**src/hw/rtl/gpm_pkg.sv**
```systemverilog
// Shared types and constants for the GPIO pin mux and pad register unit.
// No dependencies; every other file in this block imports it.
package gpm_pkg;

    // Width of the pin-wide ports, fixed by the bus map.
    localparam int FIELD_W = 54;

    // Access kind and bank select codes.
    localparam logic MODE_READ    = 1'b0;
    localparam logic MODE_WRITE   = 1'b1;
    localparam logic REGION_GPIO  = 1'b0;
    localparam logic REGION_PAD   = 1'b1;

    // GPIO bank word offsets (function select words start at zero).
    localparam logic [5:0] OFF_SET0      = 6'd7;
    localparam logic [5:0] OFF_SET1      = 6'd8;
    localparam logic [5:0] OFF_CLR0      = 6'd10;
    localparam logic [5:0] OFF_CLR1      = 6'd11;
    localparam logic [5:0] OFF_LEV0      = 6'd13;
    localparam logic [5:0] OFF_LEV1      = 6'd14;
    localparam logic [5:0] OFF_PULL_CTL  = 6'd37;
    localparam logic [5:0] OFF_PULL_CLK0 = 6'd38;
    localparam logic [5:0] OFF_PULL_CLK1 = 6'd39;

    // Pad bank word offsets.
    localparam logic [5:0] OFF_PAD_LOW   = 6'd11;
    localparam logic [5:0] OFF_PAD_HIGH  = 6'd12;

    // Pad writes need this key in the top byte of the data.
    localparam logic [7:0] PAD_KEY   = 8'h5A;
    localparam logic [4:0] PAD_RESET = 5'd27;

    // Pin function and pull codes.
    localparam logic [2:0] FUNC_OUTPUT = 3'd1;
    localparam logic [1:0] PULL_DOWN   = 2'b01;
    localparam logic [1:0] PULL_UP     = 2'b10;

    // One bus access as it travels from the input register to the register file.
    typedef struct packed {
        logic               mode;
        logic               region;
        logic [5:0]         word_offset;
        logic [31:0]        write_data;
        logic [FIELD_W-1:0] pin_levels;
    } req_t;

    // One result item, with the pin state after the access.
    typedef struct packed {
        logic [31:0]        read_data;
        logic               status;
        logic [FIELD_W-1:0] output_enable;
        logic [FIELD_W-1:0] output_level;
        logic [FIELD_W-1:0] pull_up_mask;
        logic [FIELD_W-1:0] pull_down_mask;
        logic [4:0]         pad_group_low;
        logic [4:0]         pad_group_high;
    } rsp_t;

endpackage

```
**src/hw/rtl/gpio_pin_mux_and_pad_registers_unit.sv**
```systemverilog
// Top level of the GPIO pin mux and pad register unit.
// Depends on gpm_pkg, gpm_in_stage, gpm_regs and gpm_out_stage.
//
// Usage:
//   Each input item is one bus access (mode, region, word_offset, write_data)
//   together with the sampled pin levels. Each item yields exactly one result
//   item: read data, an unmapped-offset status bit, and the full pin state
//   (output enables, output latch, pull masks, pad words) after the access.
//   Both channels use valid/stall; an item moves at a clock edge where valid
//   is high and stall is low.
// Data path:
//   The accepting edge loads the input register; once the result register
//   can take the item, it passes through the decode logic into the result
//   register, which then offers it. One item per cycle is sustained while
//   the receiver does not stall; the access decode and the per-pin update are
//   a single pass of logic between those two registers.
// Reset:
//   All pins are inputs, the latch and pull state are zero and both pad words
//   read 27. Both registers come up empty.
// Stalls:
//   While the receiver stalls, the result register holds its item; the input
//   register still takes one more item and then raises in_stall.
module gpio_pin_mux_and_pad_registers_unit
    import gpm_pkg::*;
#(
    parameter int NUM_PINS = 54
)
(
    input  logic               clk,
    input  logic               rst_n,
    input  logic               in_valid,
    output logic               in_stall,
    input  logic               mode,
    input  logic               region,
    input  logic [5:0]         word_offset,
    input  logic [31:0]        write_data,
    input  logic [FIELD_W-1:0] pin_levels,
    output logic               out_valid,
    input  logic               out_stall,
    output logic [31:0]        read_data,
    output logic               status,
    output logic [FIELD_W-1:0] output_enable,
    output logic [FIELD_W-1:0] output_level,
    output logic [FIELD_W-1:0] pull_up_mask,
    output logic [FIELD_W-1:0] pull_down_mask,
    output logic [4:0]         pad_group_low,
    output logic [4:0]         pad_group_high
);

    req_t in_req;
    req_t req;
    rsp_t rsp_next;
    rsp_t rsp;
    logic fire;
    logic down_ready;

    // Gather the input ports into one item.
    always_comb
    begin
        in_req.mode        = mode;
        in_req.region      = region;
        in_req.word_offset = word_offset;
        in_req.write_data  = write_data;
        in_req.pin_levels  = pin_levels;
    end

    gpm_in_stage u_in_stage (
        .clk        (clk),
        .rst_n      (rst_n),
        .in_valid   (in_valid),
        .in_stall   (in_stall),
        .in_req     (in_req),
        .down_ready (down_ready),
        .fire       (fire),
        .req        (req)
    );

    gpm_regs #(
        .NUM_PINS (NUM_PINS)
    ) u_regs (
        .clk   (clk),
        .rst_n (rst_n),
        .fire  (fire),
        .req   (req),
        .rsp   (rsp_next)
    );

    gpm_out_stage u_out_stage (
        .clk       (clk),
        .rst_n     (rst_n),
        .load      (fire),
        .rsp_in    (rsp_next),
        .up_ready  (down_ready),
        .out_valid (out_valid),
        .out_stall (out_stall),
        .rsp       (rsp)
    );

    // Spread the result item onto the output ports.
    assign read_data      = rsp.read_data;
    assign status         = rsp.status;
    assign output_enable  = rsp.output_enable;
    assign output_level   = rsp.output_level;
    assign pull_up_mask   = rsp.pull_up_mask;
    assign pull_down_mask = rsp.pull_down_mask;
    assign pad_group_low  = rsp.pad_group_low;
    assign pad_group_high = rsp.pad_group_high;

    // A held result is never overwritten while the receiver stalls.
    assert property (@(posedge clk) disable iff (!rst_n)
        out_valid && out_stall |-> !fire)
    else $error("result register overwritten during a stall");

endmodule

```
**src/hw/rtl/gpm_in_stage.sv**
```systemverilog
// Input register of the GPIO pin mux unit: captures one bus access per item.
// Depends on gpm_pkg for the request type.
module gpm_in_stage
    import gpm_pkg::*;
(
    input  logic clk,
    input  logic rst_n,
    input  logic in_valid,
    output logic in_stall,
    input  req_t in_req,
    input  logic down_ready,
    output logic fire,
    output req_t req
);

    logic valid_reg;
    logic valid_next;
    req_t req_reg;
    logic accept;

    // The held item moves on whenever the result register can take it.
    assign fire     = valid_reg && down_ready;
    assign in_stall = valid_reg && !down_ready;
    assign accept   = in_valid && !in_stall;
    assign req      = req_reg;

    always_comb
    begin
        valid_next = valid_reg;
        if (accept)
        begin
            valid_next = 1'b1;
        end
        else if (fire)
        begin
            valid_next = 1'b0;
        end
    end

    // Control bit with reset.
    always_ff @(posedge clk or negedge rst_n)
    begin
        if (!rst_n)
        begin
            valid_reg <= 1'b0;
        end
        else
        begin
            valid_reg <= valid_next;
        end
    end

    // Payload register, loaded on acceptance only.
    always_ff @(posedge clk)
    begin
        if (accept)
        begin
            req_reg <= in_req;
        end
    end

endmodule

```
**src/hw/rtl/gpm_regs.sv**
```systemverilog
// Register file of the GPIO pin mux unit: access decode, pin state and result.
// Depends on gpm_pkg for the request and result types and the register map.
module gpm_regs
    import gpm_pkg::*;
#(
    parameter int NUM_PINS = 54
)
(
    input  logic clk,
    input  logic rst_n,
    input  logic fire,
    input  req_t req,
    output rsp_t rsp
);

    localparam int FSEL_WORDS = (NUM_PINS + 9) / 10;
    localparam logic [63:0] PIN_MASK64 =
        (NUM_PINS >= 64) ? {64{1'b1}} : ((64'd1 << NUM_PINS) - 64'd1);

    // Pin state.
    logic [2:0]          func_reg  [NUM_PINS];
    logic [2:0]          func_next [NUM_PINS];
    logic [1:0]          pull_reg  [NUM_PINS];
    logic [1:0]          pull_next [NUM_PINS];
    logic [NUM_PINS-1:0] latch_reg;
    logic [NUM_PINS-1:0] latch_next;
    logic [1:0]          pull_sel_reg;
    logic [1:0]          pull_sel_next;
    logic [4:0]          pad_low_reg;
    logic [4:0]          pad_low_next;
    logic [4:0]          pad_high_reg;
    logic [4:0]          pad_high_next;

    // Decode results.
    logic                is_write;
    logic                key_ok;
    logic                fsel_hit;
    logic                fsel_wr;
    logic                set_wr;
    logic                clr_wr;
    logic                pull_ctl_wr;
    logic                pull_clk_wr;
    logic                pad_low_wr;
    logic                pad_high_wr;
    logic                hi_word;
    logic [31:0]         rd;
    logic                status;
    logic [31:0]         fsel_rd;
    logic [63:0]         lev64;
    logic [63:0]         data64;
    logic [NUM_PINS-1:0] data_pins;
    logic [63:0]         oe64;
    logic [63:0]         pu64;
    logic [63:0]         pd64;
    logic [63:0]         latch64;

    // Data word placed on the low or high 32 pins, and masked pin levels.
    assign data64    = hi_word ? {req.write_data, 32'd0} : {32'd0, req.write_data};
    assign data_pins = data64[NUM_PINS-1:0];
    assign lev64     = {{(64 - FIELD_W){1'b0}}, req.pin_levels} & PIN_MASK64;
    assign is_write  = (req.mode == MODE_WRITE);
    assign key_ok    = (req.write_data[31:24] == PAD_KEY);
    assign fsel_hit  = (req.region == REGION_GPIO) && (req.word_offset < 6'(FSEL_WORDS));

    // Function select read: up to ten 3-bit fields of the addressed word.
    always_comb
    begin
        fsel_rd = 32'd0;
        for (int n = 0; n < NUM_PINS; n++)
        begin
            if (req.word_offset == 6'(n / 10))
            begin
                fsel_rd[3 * (n % 10) +: 3] = func_reg[n];
            end
        end
    end

    // Access decode; function select words take precedence over the fixed map.
    always_comb
    begin
        fsel_wr     = 1'b0;
        set_wr      = 1'b0;
        clr_wr      = 1'b0;
        pull_ctl_wr = 1'b0;
        pull_clk_wr = 1'b0;
        pad_low_wr  = 1'b0;
        pad_high_wr = 1'b0;
        hi_word     = 1'b0;
        rd          = 32'd0;
        status      = 1'b0;
        priority if (req.region == REGION_PAD)
        begin
            unique case (req.word_offset)
                OFF_PAD_LOW:
                begin
                    pad_low_wr = is_write && key_ok;
                    rd         = is_write ? 32'd0 : 32'(pad_low_reg);
                end
                OFF_PAD_HIGH:
                begin
                    pad_high_wr = is_write && key_ok;
                    rd          = is_write ? 32'd0 : 32'(pad_high_reg);
                end
                default:
                begin
                    status = 1'b1;
                end
            endcase
        end
        else if (fsel_hit)
        begin
            fsel_wr = is_write;
            rd      = is_write ? 32'd0 : fsel_rd;
        end
        else
        begin
            unique case (req.word_offset)
                OFF_SET0, OFF_SET1:
                begin
                    set_wr  = is_write;
                    hi_word = (req.word_offset == OFF_SET1);
                end
                OFF_CLR0, OFF_CLR1:
                begin
                    clr_wr  = is_write;
                    hi_word = (req.word_offset == OFF_CLR1);
                end
                OFF_LEV0, OFF_LEV1:
                begin
                    if (!is_write)
                    begin
                        rd = (req.word_offset == OFF_LEV1) ? lev64[63:32] : lev64[31:0];
                    end
                end
                OFF_PULL_CTL:
                begin
                    pull_ctl_wr = is_write;
                    rd          = is_write ? 32'd0 : 32'(pull_sel_reg);
                end
                OFF_PULL_CLK0, OFF_PULL_CLK1:
                begin
                    pull_clk_wr = is_write;
                    hi_word     = (req.word_offset == OFF_PULL_CLK1);
                end
                default:
                begin
                    status = 1'b1;
                end
            endcase
        end
    end

    // Next state of the latch, pull select and pad words.
    always_comb
    begin
        latch_next = latch_reg;
        if (set_wr)
        begin
            latch_next = latch_reg | data_pins;
        end
        else if (clr_wr)
        begin
            latch_next = latch_reg & ~data_pins;
        end
        pull_sel_next = pull_ctl_wr ? req.write_data[1:0] : pull_sel_reg;
        pad_low_next  = pad_low_wr ? req.write_data[4:0] : pad_low_reg;
        pad_high_next = pad_high_wr ? req.write_data[4:0] : pad_high_reg;
    end

    // Per-pin next state and the pin masks seen after the access.
    always_comb
    begin
        oe64 = 64'd0;
        pu64 = 64'd0;
        pd64 = 64'd0;
        for (int n = 0; n < NUM_PINS; n++)
        begin
            func_next[n] = func_reg[n];
            if (fsel_wr && (req.word_offset == 6'(n / 10)))
            begin
                func_next[n] = req.write_data[3 * (n % 10) +: 3];
            end
            pull_next[n] = (pull_clk_wr && data_pins[n]) ? pull_sel_reg : pull_reg[n];
            oe64[n] = (func_next[n] == FUNC_OUTPUT);
            pu64[n] = (pull_next[n] == PULL_UP);
            pd64[n] = (pull_next[n] == PULL_DOWN);
        end
    end

    assign latch64 = 64'(latch_next);

    // Result item.
    always_comb
    begin
        rsp.read_data      = rd;
        rsp.status         = status;
        rsp.output_enable  = oe64[FIELD_W-1:0];
        rsp.output_level   = latch64[FIELD_W-1:0];
        rsp.pull_up_mask   = pu64[FIELD_W-1:0];
        rsp.pull_down_mask = pd64[FIELD_W-1:0];
        rsp.pad_group_low  = pad_low_next;
        rsp.pad_group_high = pad_high_next;
    end

    // State registers, updated once per item that passes.
    always_ff @(posedge clk or negedge rst_n)
    begin
        if (!rst_n)
        begin
            for (int n = 0; n < NUM_PINS; n++)
            begin
                func_reg[n] <= 3'd0;
                pull_reg[n] <= 2'd0;
            end
            latch_reg    <= '0;
            pull_sel_reg <= 2'd0;
            pad_low_reg  <= PAD_RESET;
            pad_high_reg <= PAD_RESET;
        end
        else if (fire)
        begin
            for (int n = 0; n < NUM_PINS; n++)
            begin
                func_reg[n] <= func_next[n];
                pull_reg[n] <= pull_next[n];
            end
            latch_reg    <= latch_next;
            pull_sel_reg <= pull_sel_next;
            pad_low_reg  <= pad_low_next;
            pad_high_reg <= pad_high_next;
        end
    end

    // A low pad word write without the key leaves that pad word alone.
    assert property (@(posedge clk) disable iff (!rst_n)
        fire && (req.region == REGION_PAD) && is_write && !key_ok
        && (req.word_offset == OFF_PAD_LOW)
        |=> $stable(pad_low_reg))
    else $error("pad_low changed by a write without the key");

    // An unmapped access changes no state.
    assert property (@(posedge clk) disable iff (!rst_n)
        fire && status |=> $stable(latch_reg) && $stable(pull_sel_reg)
        && $stable(pad_low_reg) && $stable(pad_high_reg))
    else $error("state changed by an unmapped access");

    // Reads never move the output latch.
    assert property (@(posedge clk) disable iff (!rst_n)
        fire && !is_write |=> $stable(latch_reg))
    else $error("output latch changed by a read");

    // Write-only words and writes return zero data.
    assert property (@(posedge clk) disable iff (!rst_n)
        fire && is_write |-> (rd == 32'd0))
    else $error("write returned nonzero read data");

endmodule

```
**src/hw/rtl/gpm_out_stage.sv**
```systemverilog
// Result register of the GPIO pin mux unit: holds one item until it is taken.
// Depends on gpm_pkg for the result type.
module gpm_out_stage
    import gpm_pkg::*;
(
    input  logic clk,
    input  logic rst_n,
    input  logic load,
    input  rsp_t rsp_in,
    output logic up_ready,
    output logic out_valid,
    input  logic out_stall,
    output rsp_t rsp
);

    logic valid_reg;
    logic valid_next;
    rsp_t rsp_reg;

    // Free when empty or when the held item leaves this cycle.
    assign up_ready  = !valid_reg || !out_stall;
    assign out_valid = valid_reg;
    assign rsp       = rsp_reg;

    always_comb
    begin
        valid_next = valid_reg;
        if (load)
        begin
            valid_next = 1'b1;
        end
        else if (!out_stall)
        begin
            valid_next = 1'b0;
        end
    end

    always_ff @(posedge clk or negedge rst_n)
    begin
        if (!rst_n)
        begin
            valid_reg <= 1'b0;
        end
        else
        begin
            valid_reg <= valid_next;
        end
    end

    always_ff @(posedge clk)
    begin
        if (load)
        begin
            rsp_reg <= rsp_in;
        end
    end

endmodule
```
**config.mk**
```make
export PLATFORM = sky130hd
export DESIGN_NAME = gpio_pin_mux_and_pad_registers_unit
export DESIGN_NICKNAME = d
export VERILOG_FILES = /design/src/hw/rtl/gpm_pkg.sv /design/src/hw/rtl/gpio_pin_mux_and_pad_registers_unit.sv /design/src/hw/rtl/gpm_in_stage.sv /design/src/hw/rtl/gpm_regs.sv /design/src/hw/rtl/gpm_out_stage.sv
export SDC_FILE = /design/constraint.sdc
export NUM_CORES = 1
export LEC_CHECK = 0
export BUFFER_PORTS_ARGS = -buffer_cell sky130_fd_sc_hd__buf_2
export CORE_UTILIZATION = 52
export DETAILED_ROUTE_END_ITERATION = 8
export PLACE_DENSITY = 0.72
export SYNTH_ARGS = -nofsm -noshare
export SYNTH_HDL_FRONTEND = slang
export SYNTH_SLANG_ARGS = --single-unit
```
**constraint.sdc**
```tcl
create_clock -name clk -period 8.15 [get_ports clk]
set_input_delay 0.815 -clock clk [delete_from_list [all_inputs] [get_ports clk]]
set_output_delay 0.815 -clock clk [all_outputs]
set_load 0.005 [all_outputs]
```
==> reports/results.ini <==
[synth]
netlist.top_cell.by_area = edfxtp_1
synth_enable_flop_cells = 353
syn_inst = 2211
synth_cell_types = 63
synthFlopType = edfxtp_1
synth_area_leaders = edfxtp_1 (35%), dfrtp_1 (27%), mux2_2 (10%), mux2i_1 (5.1%), a22o_1 (3.0%)
syn_area_um2 = 30200
yosysWarnings = 0
synth_seq_cells = 691
synth_fp_nets = 2309
yosysSeqAreaShare = 0.632
syn_area_per_cell_um2 = 13.7
post-synth-top-area-fraction = 0.351
ys_async_sr_fraction = 0.489

[timing]
finalMaxSlewViolations = 0
tns_ns = 0
rsz0062_at_grt = false
fin_worst_skew_ns = 0.0234
finalCriticalPeriod_ns = 3.68
setup_ws_ns = 4.47
setup-violations-final = 0
fin_crit_sh = 0.452
final_hold_viol_count = 0
hold_ws_ns = 0.131
fmax_mhz = 272
slew_headroom = 0.183
tightest_slew_ns = 1.22

[die]
initial_utilization = 0.531
rows = 87
die_h_um = 243
coreArea_um2 = 56800
die-area_um2 = 59000
ios = 359
die_w_um = 243

[cells_and_area]
finish.utilization = 0.612
diodes = 0
largest_register_ffs = 259
nets = 2596
final_cells = 3313
final_area_um2 = 34800
area_growth_pct = 15.2
post_route_cells_drive_above_1_share = 0.331

[routing]
drt_iter0_markers = 1576
drtPass1Iterations = 6
drt_wl_total_mm = 78.9
antenna_left = 0
vias_per_cell = 5.96
avgRoutedWirePerCell_um = 23.8
drc = 0
vias = 19700

[global_routing]
gr-total-overflow = 0
grt_pass1_vias = 20200
grt_pass1_wl_mm = 120
antenna_found_initial = 0
grt_max_degree = 149
grt_use_total = 0.267

[setup_path]
cp-end-kind = register
crit_arrival_ns = 4.18
worstSetupStartpointType = register
path_max_fanout = 44
critical_path_class = register to register
worstPathRequired_ns = 8.65

[pwr]
p_per_area_nw_per_um2 = 217
p_leak_nw = 15.1
ir_drop_uv = 217
totalPowerFinal_mw = 7.54

[cts]
cts.path.max_buffers = 3
cts.sinks = 691
cts-root-buf = clkbuf_16
hold_buffers = 0
cts_tree = done
cts_resized = 0
numCtsBuffers = 73
clkTransAtPathRegs_ns = 0.06
h-tree-depth = 3
post_cts_buffers = 0
worstSkewPairLatency_ns = 0.62

[placement]
place.port_buffers = 358
place_ws_ns = 4.25
placed_cells = 3179
hpwl_mm = 51.0
place_area_um2 = 32500
globalplace.congestion = 0.858

[min_path]
hold_path.class = input port to asynchronous set/reset pin

[flow_run]
max-cap-violations = 0

[outcome]
status = finished clean

cell type report:
class / count / area, um2
well taps: 756 / 946
flip-flops and latches: 691 / 19100
repair buffers: 400 / 2130
clock inverters: 33 / 238
inverters: 3 / 11.3
fillers: 4436 / 22000
clock buffers: 101 / 2090
multi-input cells: 1329 / 10300
synthesized netlist by cell type, drive strengths merged, types with 4 or more instances:
cell type	n
edfxtp	353
dfrtp	330
mux2	292
nand3	168
nand2	158
mux2i	155
nand2b	115
a22o	105
clkbuf	96
o21ai	93
buf	92
nor2	73
a221oi	24
and3	22
mux4	15
o22ai	14
and2	13
a21oi	12
nor3	9
a22oi	8
dfstp	8
nor4	6
a2bb2oi	5
nor2b	4
o211ai	4
per-layer routing:
metal  GRT usage  up-vias  share of wire
met3      0.0534      138          0.078
met2       0.427      809           0.48
met5           0        -              0
li1            -     8738              -
met1       0.362    10100           0.41
met4       0.103        0          0.030
worst max-delay path, cell delays in order (launching register included):
cell	delay, ns
edfxtp_1	0.32
buf_4	0.60
nor2b_1	0.68
nand3_1	0.54
nor2_1	0.98
mux2_2	0.43
cells in the final DEF, fill, tap and decap left out, types with 15 or more instances in the layout:
cell type,instances
mux2i_1,155
a221oi_1,24
buf_2,357
nand2b_1,113
mux2_2,281
clkbuf_1,18
a22o_1,105
nand3_1,168
and3_1,22
edfxtp_1,353
clkbuf_16,78
mux4_2,15
buf_4,41
nor2_1,72
nand2_1,157
o21ai_0,93
dfrtp_1,328
power by group:
group	leakage (nW)	switching, mW	internal (mW)	total [mW]
clock	1.13	1.36	1.86	3.23
sequential	8.18	0.0978	3.83	3.93
combinational	5.80	0.255	0.125	0.380
total	15.1	1.72	5.82	7.54
final timing paths:
kind,startpoint,end,slack (ns),depth (start not counted)
worst max-delay path,u_in_stage.req[86],u_regs.func_reg[3],4.47,5
worst min-delay path,rst_n,u_regs.pull_reg[76],0.13,1
worst max register to register,u_in_stage.req[86],u_regs.func_reg[3],4.47,5
worst min register to register,u_in_stage.valid_reg,u_out_stage.out_valid,0.49,1
max in group asynchronous,rst_n,u_regs.pull_sel_reg[0],6.57,2
min in group clk,pin_levels[42],u_in_stage.req[42],0.37,1
logic make-up (layout without fill, tap and decap cells):
logic type,count (synthesis),count (layout),synth area share
flops,691,691,0.632
simple gates,586,586,0.0997
mux,462,462,0.172
compound gates,280,280,0.0674
buf+inv,191,537,0.0293
xor+xnor,1,1,0.000290
Power figures use the tool's default switching activity.
